`src/rtl/ddd_pkg.sv`:
```
`timescale 1ns / 1ps
// ----------------------------------------------------------------------------
// ddd_pkg
// Shared types, constants and the month table of the day distance pipeline.
// ----------------------------------------------------------------------------
package ddd_pkg;

  localparam int unsigned DayW   = 5;
  localparam int unsigned MonthW = 4;
  localparam int unsigned YearW  = 14;
  localparam int unsigned DistW  = 22;
  localparam int unsigned DnumW  = 23;  // day number since the start of year 0
  localparam int unsigned DoyW   = 9;   // month offset plus day, at most 396
  localparam int unsigned Q4W    = 13;
  localparam int unsigned Q100W  = 8;
  localparam int unsigned Q400W  = 6;
  localparam int unsigned ProdW  = 30;

  // Division by 100 through a reciprocal: exact for dividends below 43690.
  localparam int unsigned Div100Mul   = 20972;
  localparam int unsigned Div100Shift = 21;

  localparam logic [DnumW-1:0] DistMax = DnumW'((1 << DistW) - 1);

  typedef logic [DnumW-1:0] dnum_t;

  // Per-date word between the first and second stage.
  typedef struct packed {
    logic [YearW-1:0] year;
    logic             late;     // month is March or later
    logic [DoyW-1:0]  doy;      // common-year day of year
    logic [Q4W-1:0]   q4;       // (year + 3) / 4
    logic [Q100W-1:0] q100;     // year / 100
    logic [Q100W-1:0] q100a;    // (year + 99) / 100
    logic [Q400W-1:0] q400;     // (year + 399) / 400
  } date_split_t;

  // Days in the months before month m of a common year.
  function automatic logic [DoyW-1:0] cum_days(input logic [MonthW-1:0] m);
    logic [DoyW-1:0] r;
    case (m)
      4'd0, 4'd1: r = 9'd0;
      4'd2:       r = 9'd31;
      4'd3:       r = 9'd59;
      4'd4:       r = 9'd90;
      4'd5:       r = 9'd120;
      4'd6:       r = 9'd151;
      4'd7:       r = 9'd181;
      4'd8:       r = 9'd212;
      4'd9:       r = 9'd243;
      4'd10:      r = 9'd273;
      4'd11:      r = 9'd304;
      4'd12:      r = 9'd334;
      default:    r = 9'd365;
    endcase
    return r;
  endfunction

endpackage

```
`src/rtl/date_difference_days.sv`:
```
`timescale 1ns / 1ps
// ----------------------------------------------------------------------------
// date_difference_days
// Absolute number of days between two Gregorian dates, three-stage pipeline.
// ----------------------------------------------------------------------------
// The block accepts one word of two dates per clock cycle as long as the
// output is not stalled, passes each word through the split, day number
// and distance registers in turn, and sustains one word per cycle then.
// Stage one splits each year by reciprocal multiplication (one 15x15 multiply
// per quotient by 100 or 400, a shift for the quotient by four), stage two
// builds each day number since the start of year 0 with the leap rule of the
// Gregorian calendar, and stage three takes the absolute difference and
// saturates it to 22 bits. Days are not checked against the month length; a
// day past the month end simply runs into the next month. Each stage holds
// its word while the next is full and stalled, so back pressure on the output
// reaches the input in the same cycle and no word is dropped or repeated.
// ----------------------------------------------------------------------------
module date_difference_days (
  input  logic                         clk_i,
  input  logic                         rst_ni,
  input  logic                         in_valid_i,
  output logic                         in_ready_o,
  input  logic [ddd_pkg::DayW-1:0]     first_day_i,
  input  logic [ddd_pkg::MonthW-1:0]   first_month_i,
  input  logic [ddd_pkg::YearW-1:0]    first_year_i,
  input  logic [ddd_pkg::DayW-1:0]     second_day_i,
  input  logic [ddd_pkg::MonthW-1:0]   second_month_i,
  input  logic [ddd_pkg::YearW-1:0]    second_year_i,
  output logic                         out_valid_o,
  input  logic                         out_ready_i,
  output logic [ddd_pkg::DistW-1:0]    day_distance_o
);

  // Stage valid flags.
  logic v1_q, v1_d, v2_q, v2_d, v3_q, v3_d;
  // Per-stage advance enables: a stage loads when it is empty or moves on.
  logic adv1, adv2, adv3;

  ddd_pkg::date_split_t split_a_d, split_b_d, split_a_q, split_b_q;
  ddd_pkg::dnum_t       dn_a_d, dn_b_d, dn_a_q, dn_b_q;
  ddd_pkg::dnum_t       diff;
  logic [ddd_pkg::DistW-1:0] dist_d, dist_q;

  assign adv3 = !v3_q || out_ready_i;
  assign adv2 = !v2_q || adv3;
  assign adv1 = !v1_q || adv2;
  assign in_ready_o = adv1;

  ddd_date_split u_split_a (
    .day_i   (first_day_i),
    .month_i (first_month_i),
    .year_i  (first_year_i),
    .split_o (split_a_d)
  );

  ddd_date_split u_split_b (
    .day_i   (second_day_i),
    .month_i (second_month_i),
    .year_i  (second_year_i),
    .split_o (split_b_d)
  );

  ddd_day_count u_count_a (
    .split_i (split_a_q),
    .dnum_o  (dn_a_d)
  );

  ddd_day_count u_count_b (
    .split_i (split_b_q),
    .dnum_o  (dn_b_d)
  );

  // The distance is symmetric, so the order of the dates does not matter.
  always_comb begin
    diff   = (dn_a_q > dn_b_q) ? (dn_a_q - dn_b_q) : (dn_b_q - dn_a_q);
    dist_d = (diff > ddd_pkg::DistMax) ? ddd_pkg::DistMax[ddd_pkg::DistW-1:0]
                                       : diff[ddd_pkg::DistW-1:0];
  end

  always_comb begin
    v1_d = adv1 ? in_valid_i : v1_q;
    v2_d = adv2 ? v1_q       : v2_q;
    v3_d = adv3 ? v2_q       : v3_q;
  end

  always_ff @(posedge clk_i or negedge rst_ni) begin
    if (!rst_ni) begin
      v1_q <= 1'b0;
      v2_q <= 1'b0;
      v3_q <= 1'b0;
    end else begin
      v1_q <= v1_d;
      v2_q <= v2_d;
      v3_q <= v3_d;
    end
  end

  // Payload registers load only with their stage, so a stalled word holds.
  always_ff @(posedge clk_i) begin
    if (adv1) begin
      split_a_q <= split_a_d;
      split_b_q <= split_b_d;
    end
    if (adv2) begin
      dn_a_q <= dn_a_d;
      dn_b_q <= dn_b_d;
    end
    if (adv3) begin
      dist_q <= dist_d;
    end
  end

  assign out_valid_o    = v3_q;
  assign day_distance_o = dist_q;

`ifndef SYNTHESIS
  a_accept_fills_s1: assert property (@(posedge clk_i) disable iff (!rst_ni)
    (in_valid_i && in_ready_o) |=> v1_q)
    else $error("accepted word did not reach the first stage");

  a_s1_not_lost: assert property (@(posedge clk_i) disable iff (!rst_ni)
    (v1_q && !in_ready_o) |=> v1_q)
    else $error("first stage word lost while stalled");

  a_s2_holds: assert property (@(posedge clk_i) disable iff (!rst_ni)
    (v2_q && v3_q && !out_ready_i) |=> (v2_q && $stable(dn_a_q) && $stable(dn_b_q)))
    else $error("second stage word changed while stalled");

  a_equal_dates_zero: assert property (@(posedge clk_i) disable iff (!rst_ni)
    (v2_q && adv3 && (dn_a_q == dn_b_q)) |=> (out_valid_o && (day_distance_o == '0)))
    else $error("equal day numbers gave a nonzero distance");
`endif

endmodule

```
`src/rtl/ddd_date_split.sv`:
```
`timescale 1ns / 1ps
// ----------------------------------------------------------------------------
// ddd_date_split
// First stage logic: year quotients by reciprocal multiplication and the
// common-year day of year.
// ----------------------------------------------------------------------------
module ddd_date_split (
  input  logic [ddd_pkg::DayW-1:0]   day_i,
  input  logic [ddd_pkg::MonthW-1:0] month_i,
  input  logic [ddd_pkg::YearW-1:0]  year_i,
  output ddd_pkg::date_split_t       split_o
);

  logic [ddd_pkg::YearW:0]   y_ext;
  logic [ddd_pkg::YearW:0]   y_p3;
  logic [ddd_pkg::YearW:0]   y_p99;
  logic [ddd_pkg::YearW:0]   y_p399;
  logic [ddd_pkg::ProdW-1:0] prod0;
  logic [ddd_pkg::ProdW-1:0] prod99;
  logic [ddd_pkg::ProdW-1:0] prod399;
  logic [ddd_pkg::Q100W-1:0] q399;

  assign y_ext  = {1'b0, year_i};
  assign y_p3   = y_ext + 15'd3;
  assign y_p99  = y_ext + 15'd99;
  assign y_p399 = y_ext + 15'd399;

  assign prod0   = ddd_pkg::ProdW'(y_ext)  * ddd_pkg::ProdW'(ddd_pkg::Div100Mul);
  assign prod99  = ddd_pkg::ProdW'(y_p99)  * ddd_pkg::ProdW'(ddd_pkg::Div100Mul);
  assign prod399 = ddd_pkg::ProdW'(y_p399) * ddd_pkg::ProdW'(ddd_pkg::Div100Mul);
  assign q399    = prod399[ddd_pkg::Div100Shift +: ddd_pkg::Q100W];

  always_comb begin
    split_o.year  = year_i;
    split_o.late  = (month_i >= 4'd3);
    split_o.doy   = ddd_pkg::cum_days(month_i) + ddd_pkg::DoyW'(day_i);
    split_o.q4    = y_p3[ddd_pkg::YearW:2];
    split_o.q100  = prod0[ddd_pkg::Div100Shift +: ddd_pkg::Q100W];
    split_o.q100a = prod99[ddd_pkg::Div100Shift +: ddd_pkg::Q100W];
    split_o.q400  = q399[ddd_pkg::Q100W-1:2];
  end

endmodule

```
`src/rtl/ddd_day_count.sv`:
```
`timescale 1ns / 1ps
// ----------------------------------------------------------------------------
// ddd_day_count
// Second stage logic: leap decision and the absolute day number of a date.
// ----------------------------------------------------------------------------
module ddd_day_count (
  input  ddd_pkg::date_split_t split_i,
  output ddd_pkg::dnum_t       dnum_o
);

  logic                     year_div4;
  logic                     year_div100;
  logic                     leap;
  logic [ddd_pkg::YearW-1:0] hundreds;

  assign hundreds    = ddd_pkg::YearW'(split_i.q100 * 14'd100);
  assign year_div4   = (split_i.year[1:0] == 2'd0);
  assign year_div100 = (split_i.year == hundreds);
  // A century year is a leap year only when its century count is a multiple of four.
  assign leap = year_div100 ? (split_i.q100[1:0] == 2'd0) : year_div4;

  assign dnum_o = ddd_pkg::DnumW'(split_i.year) * 23'd365
                + ddd_pkg::DnumW'(split_i.q4)
                - ddd_pkg::DnumW'(split_i.q100a)
                + ddd_pkg::DnumW'(split_i.q400)
                + ddd_pkg::DnumW'(split_i.doy)
                + ddd_pkg::DnumW'(split_i.late & leap);

endmodule

```
`config.mk`:
```
export PLATFORM = sky130hd
export DESIGN_NAME = date_difference_days
export DESIGN_NICKNAME = d
export VERILOG_FILES = /design/src/rtl/ddd_pkg.sv /design/src/rtl/date_difference_days.sv /design/src/rtl/ddd_date_split.sv /design/src/rtl/ddd_day_count.sv
export SDC_FILE = /design/constraint.sdc
export NUM_CORES = 2
export LEC_CHECK = 0
export ABC_AREA = 1
export BUFFER_PORTS_ARGS = -buffer_cell sky130_fd_sc_hd__clkbuf_2
export CORE_MARGIN = 4
export CORE_UTILIZATION = 60
export DETAILED_ROUTE_END_ITERATION = 10
export HOLD_SLACK_MARGIN = 0.08
export PLACE_DENSITY = 0.76
export SLEW_MARGIN = 20
export SYNTH_ARGS = -nofsm -noshare
export SYNTH_HDL_FRONTEND = slang
export SYNTH_HIERARCHICAL = 1
export SYNTH_SLANG_ARGS = --single-unit
```
`constraint.sdc`:
```
create_clock -name clk_i -period 17.92 [get_ports clk_i]
set_clock_uncertainty 0.2 [all_clocks]
set_input_delay 0.896 -clock clk_i [delete_from_list [all_inputs] [get_ports clk_i]]
set_output_delay 0.896 -clock clk_i [all_outputs]
set_load 0.005 [all_outputs]
```
Yosys cells after proc, flatten, opt, wreduce, memory -nomap -nowiden --
Memory sizes are Yosys's and may differ from the RTL's. Cells that the tools add are included.
Storage, ports and cells: bits in registers 189, ROM bits 288, input port bits 50, output and inout port bits 24, word-level logic and storage cells 73, memories kept 2
Operators by class: $add $sub $neg 20, $mul 10, $lt $le $gt $ge 4, equality and inequality tests 2, multiplexer cells 3, bitwise logic cells 2, reductions and logical operators 10
Memories:
- (name not given) | depth 16, bits a word 9, read ports 1, clocked after Yosys merged registers in 0, write ports 0, RTL line ddd_pkg.sv:41 | case (m)
- (name not given) | depth 16, bits a word 9, read ports 1, clocked after Yosys merged registers in 0, write ports 0, RTL line ddd_pkg.sv:41
Operators by type and width (number):
- 15-bit by 13-bit multiplier with 27-bit output (second input constant) | 4
- 14-bit by 13-bit multiplier with 27-bit output (second input constant) | 2
- 23-bit by 13-bit adder with 23-bit output | 2
- 23-bit adder | 2
- 23-bit by 6-bit adder with 23-bit output | 2
- 23-bit by 9-bit adder with 23-bit output | 2
- 14-bit by 9-bit multiplier with 23-bit output (second input constant) | 2
- 23-bit subtractor | 2
- 23-bit by 8-bit subtractor with 23-bit output | 2
- 14-bit by 2-bit adder with 15-bit output (second input constant) | 2
- 14-bit by 7-bit adder with 15-bit output (second input constant) | 2
- 14-bit by 9-bit adder with 15-bit output (second input constant) | 2
- 14-bit == test | 2
- 8-bit by 5-bit multiplier with 12-bit output (second input constant) | 2
- 23-bit by 22-bit greater-than comparator with 1-bit output (second input constant) | 1
- 23-bit greater-than comparator | 1
- 23-bit two-way mux | 1
- 9-bit by 5-bit adder with 9-bit output | 2
- 4-bit by 2-bit >= comparator with 1-bit output (second input constant) | 2
- 2-bit logical NOT | 4
- 1-bit logical NOT | 3
- 1-bit logical OR | 3
- 1-bit bitwise AND | 2
- 1-bit two-way mux | 2

Depth between registers and ports, before layout --
depth after elaboration 6, gate-level depth with buffers 35

Modules after synthesis --
Netlist, hierarchy kept.
By module, submodules not included:
- ddd_date_split at u_split_b | times used 1, cells each 1794, area an instance 13633.1 µm²
- ddd_date_split at u_split_a | times used 1, cells each 1792, area an instance 13568.0 µm²
- date_difference_days | times used 1, cells each 927, area an instance 9328.9 µm²
- ddd_day_count at u_count_a | times used 1, cells each 603, area an instance 5213.8 µm²
- ddd_day_count at u_count_b | times used 1, cells each 612, area an instance 5201.2 µm²

Worst setup path before layout --
Ideal clock, no wire load.
kind input-to-reg, from in first_year_i[0] (netlist name), to reg split_a_q[10] (netlist name) (data pin), library setup time 252 ps, data arrival time 5873 ps, required time 17468 ps, slack 11595 ps, cell stages on the path 30, buffers on the path 1, path through buf_6 > inv_1 > ha_1 > inv_2 > nand2_4 > o21ai_2 > inv_2 > nor2_2 > xor2_1 > inv_1 > fa_1 > inv_1 > ha_1 > inv_1 > fa_1 > inv_1 > fa_1 > inv_1 > fa_1 > inv_1 > ha_1 > nand2_1 > nor2_1 > nand2_1 > nor2_1 > nand2_1 > nand2_1 > nor2_1 > nand3_1 > nand2_1
RTL lines:
- start, declared | RTL line date_difference_days.sv:25 | input logic [ddd_pkg::YearW-1:0] first_year_i,
- end signal, assigned | RTL line date_difference_days.sv:101 | split_a_q <= split_a_d;
- end, declared | RTL line date_difference_days.sv:39 | ddd_pkg::date_split_t split_a_d, split_b_d, split_a_q, split_b_q;

==> results.cfg <==
[synthesis]
synth-seq-area-share_pct = 12.1
synth_async_sr_flop_share_pct = 1.59
post_synth_edffs = 186
dominantRegCellSynth = sky130_fd_sc_hd__edfxtp_1
ys_seq_elements = 189
netlist-cell-type-count = 60
synthesis.yosys.warnings = 6
syn-instance-count = 5728
synthesis.area_um2 = 46900
syn-num-nets = 7293
syn-mean-instance-area_um2 = 8.20

[hold_path]
min_delay_worst_endpoint = out_valid_o$_DFFE_PN0P_
holdCritStartpoint = v2_q$_DFFE_PN0P_
min_delay_path_depth = 2
holdCritPathClass = reg2reg

[floorplanning]
width_of_the_die_um = 288
core_area_um2 = 77500
core.rowCount = 102
dieArea_um2 = 82800
i_o_pins = 74
initial_core_util_pct = 60.6
die_height_um = 288

[global_route]
grt_pass1_vias = 37019
grt-ovfl-total = 0
antenna_found_initial = 1
grt.total_usage_pct = 27.9
grt_start_max_net_pins = 57
grt_pass1_wl_mm = 185

[placement]
post-place-ws_ps = 10670
hpwl_mm = 97.4
place.gp.congestion = 0.987
port-buffer-count = 73

[detailed_routing]
first_iter_violations = 2204
wl_per_cell_um = 16.2
route.detailed.drc = 0
route.antenna.remaining_nets = 0
finalWirelength_mm = 111
drt_pass1_iterations = 8
vias = 35612
drt-vias-per-instance = 5.21

[sta]
grt_setup_unrepaired = no
worst_slack_ps = 11140
finalHoldViolCount = 0
finalSetupViolCount = 0
finalHoldWorstSlack_ps = 250
setup-tns-final_ps = 0
timing_worst_slew_pin_value_ps = 1120
slew_headroom_pct = 25.1
clock.fmax_mhz = 148
period_minus_slack_ps = 6780
final.period_utilization_pct = 37.8
final_max_slew_viol_count = 0

[worst_setup_path]
critPathRequiredTime_ps = 17980
r2r_slack_ps = 11260
critical_path.most_common_cell = sky130_fd_sc_hd__inv_1
reg2reg_depth = 28
crit_type = in2reg
timing.rr.end = dn_a_q[22]$_DFFE_PP_
delay_of_the_slowest_critical_path_stage_ps = 540
worst_ep_arrival_time_ps = 6840
cp_slowest_cell = sky130_fd_sc_hd__xor2_1
critical_path_peak_fanout = 11
crit_path_start_kind = primary input
critical_path.endpoint_type = flop
launch_point_of_the_worst_reg_to_reg_path = split_a_q[16]$_DFFE_PP_

[job]
max_cap_violations = 0

[cts]
clock_path_buffers = 2
htreeDepth = 4
cts_inserted_buffers = 17
worstSkewPairLatency_ps = 520
cts.root.buffer_cell = sky130_fd_sc_hd__clkbuf_16
clock-sinks = 189
cts_repair_resized_insts = 0
path_clk_slew_ps = 70
buffers_inserted_by_post_cts_timing_repair = 0
tritoncts = yes

[finish]
flow.area_growth_from_synthesis_pct = 4.24
post-route-util_pct = 63.2
final_net_count = 7350
layout_commonest_cell = sky130_fd_sc_hd__inv_1
insertedDiodeCount = 0
commonest_non_fill_non_tap_cells_in_the_layout = sky130_fd_sc_hd__inv_1, sky130_fd_sc_hd__nand2_1, sky130_fd_sc_hd__ha_1
post_route_cells_drive_above_1_share_pct = 4.64

[outcome]
outcome = completed
-- worst max path at each step --
stage	from	to	slack, ps
5_1_grt	first_year_i[0]	split_a_q[12]$_DFFE_PP_	10690
6_report	second_year_i[0]	split_b_q[10]$_DFFE_PP_	11140
2_1_floorplan	first_year_i[0]	split_a_q[10]$_DFFE_PP_	11600
3_5_place_dp	second_year_i[0]	split_b_q[10]$_DFFE_PP_	10670
3_3_place_gp	first_year_i[0]	split_a_q[10]$_DFFE_PP_	10800
4_1_cts	second_year_i[0]	split_b_q[10]$_DFFE_PP_	11210
-- synth_stat cells (15+ instances only) --
master / n / area, µm²
sky130_fd_sc_hd__edfxtp_1: 186 / 5590
sky130_fd_sc_hd__nand2_2: 59 / 369
sky130_fd_sc_hd__ha_1: 939 / 11700
sky130_fd_sc_hd__nand2_1: 1118 / 4200
sky130_fd_sc_hd__fa_1: 576 / 11500
sky130_fd_sc_hd__nor2_2: 15 / 93.8
sky130_fd_sc_hd__nand3_1: 201 / 1010
sky130_fd_sc_hd__xnor2_1: 42 / 368
sky130_fd_sc_hd__nor3_1: 28 / 140
sky130_fd_sc_hd__o21bai_1: 24 / 180
sky130_fd_sc_hd__a21oi_1: 205 / 1030
sky130_fd_sc_hd__o21ai_0: 81 / 405
sky130_fd_sc_hd__inv_2: 18 / 67.6
sky130_fd_sc_hd__buf_4: 33 / 248
sky130_fd_sc_hd__nand4_1: 71 / 444
sky130_fd_sc_hd__xor2_1: 117 / 1020
sky130_fd_sc_hd__inv_1: 1590 / 5970
sky130_fd_sc_hd__nor2_1: 254 / 953
sky130_fd_sc_hd__a21o_1: 28 / 210
-- what timing repair did --
| action | CTS | global route |
|---|---|---|
| endpoints found under the hold margin | 3 | 0 |
| hold buffers | 1 | 0 |
| setup endpoints to repair | 0 | 0 |
-- cell type report --
cell class | instances | area [µm²]
Multi-Input combinational cell | 3887 | 34900
Fill cell | 6675 | 28500
Inverter | 1612 | 6060
Sequential cell | 189 | 5660
Tap cell | 1040 | 1300
Clock buffer | 17 | 425
Timing Repair Buffer | 78 | 405
Clock inverter | 15 | 169
-- through the flow --
stage,cell area [µm²],cells
finish,48900,6838
global route,48900,6838
detailed placement,48300,6805
CTS,48900,6838
global placement,48300,6805
floorplan,46900,5728
-- registers in the layout, summed over array words and instances (netlist names) --
signal / flops
day_distance_o: 22
dn_a_q: 23
dn_b_q: 23
out_valid_o: 1
split_a_q: 59
split_b_q: 59
v1_q: 1
v2_q: 1
-- routing by layer --
metal	wire, µm	vias up	global-route usage (%)
li1	-	17586	-
met1	49200	17016	36.8
met2	52800	833	48.0
met3	5310	175	3.62
met4	3380	2	8.83
met5	13	-	0
-- logic make-up (layout without fill, tap and decap cells) --
| kind of cell | count (synthesis) | after routing | share of synthesized area [%] |
|---|---|---|---|
| AND/OR/NAND/NOR | 1802 | 1802 | 16.5 |
| XOR/XNOR | 166 | 166 | 3.23 |
| AO/OA/AOI/OAI | 404 | 404 | 5.06 |
| buffers and inverters | 1652 | 1722 | 13.6 |
| flip-flops | 189 | 189 | 12.1 |
| adder cells (fa/ha/maj) | 1515 | 1515 | 49.6 |
-- worst max-delay path, delay by kind of cell --
| kind | cells | cell delay [ps] |
|---|---|---|
| xor gates and xnor gates | 1 | 540 |
| AOI/OAI and AO/OA | 2 | 340 |
| adders and majority gates | 7 | 2970 |
| buffers and inverters | 8 | 1150 |
| and+or+nand+nor | 8 | 920 |
Power is left out: the tool's default activity adds up to more than one toggle a clock period on the data nets, which glitch-free logic cannot reach.
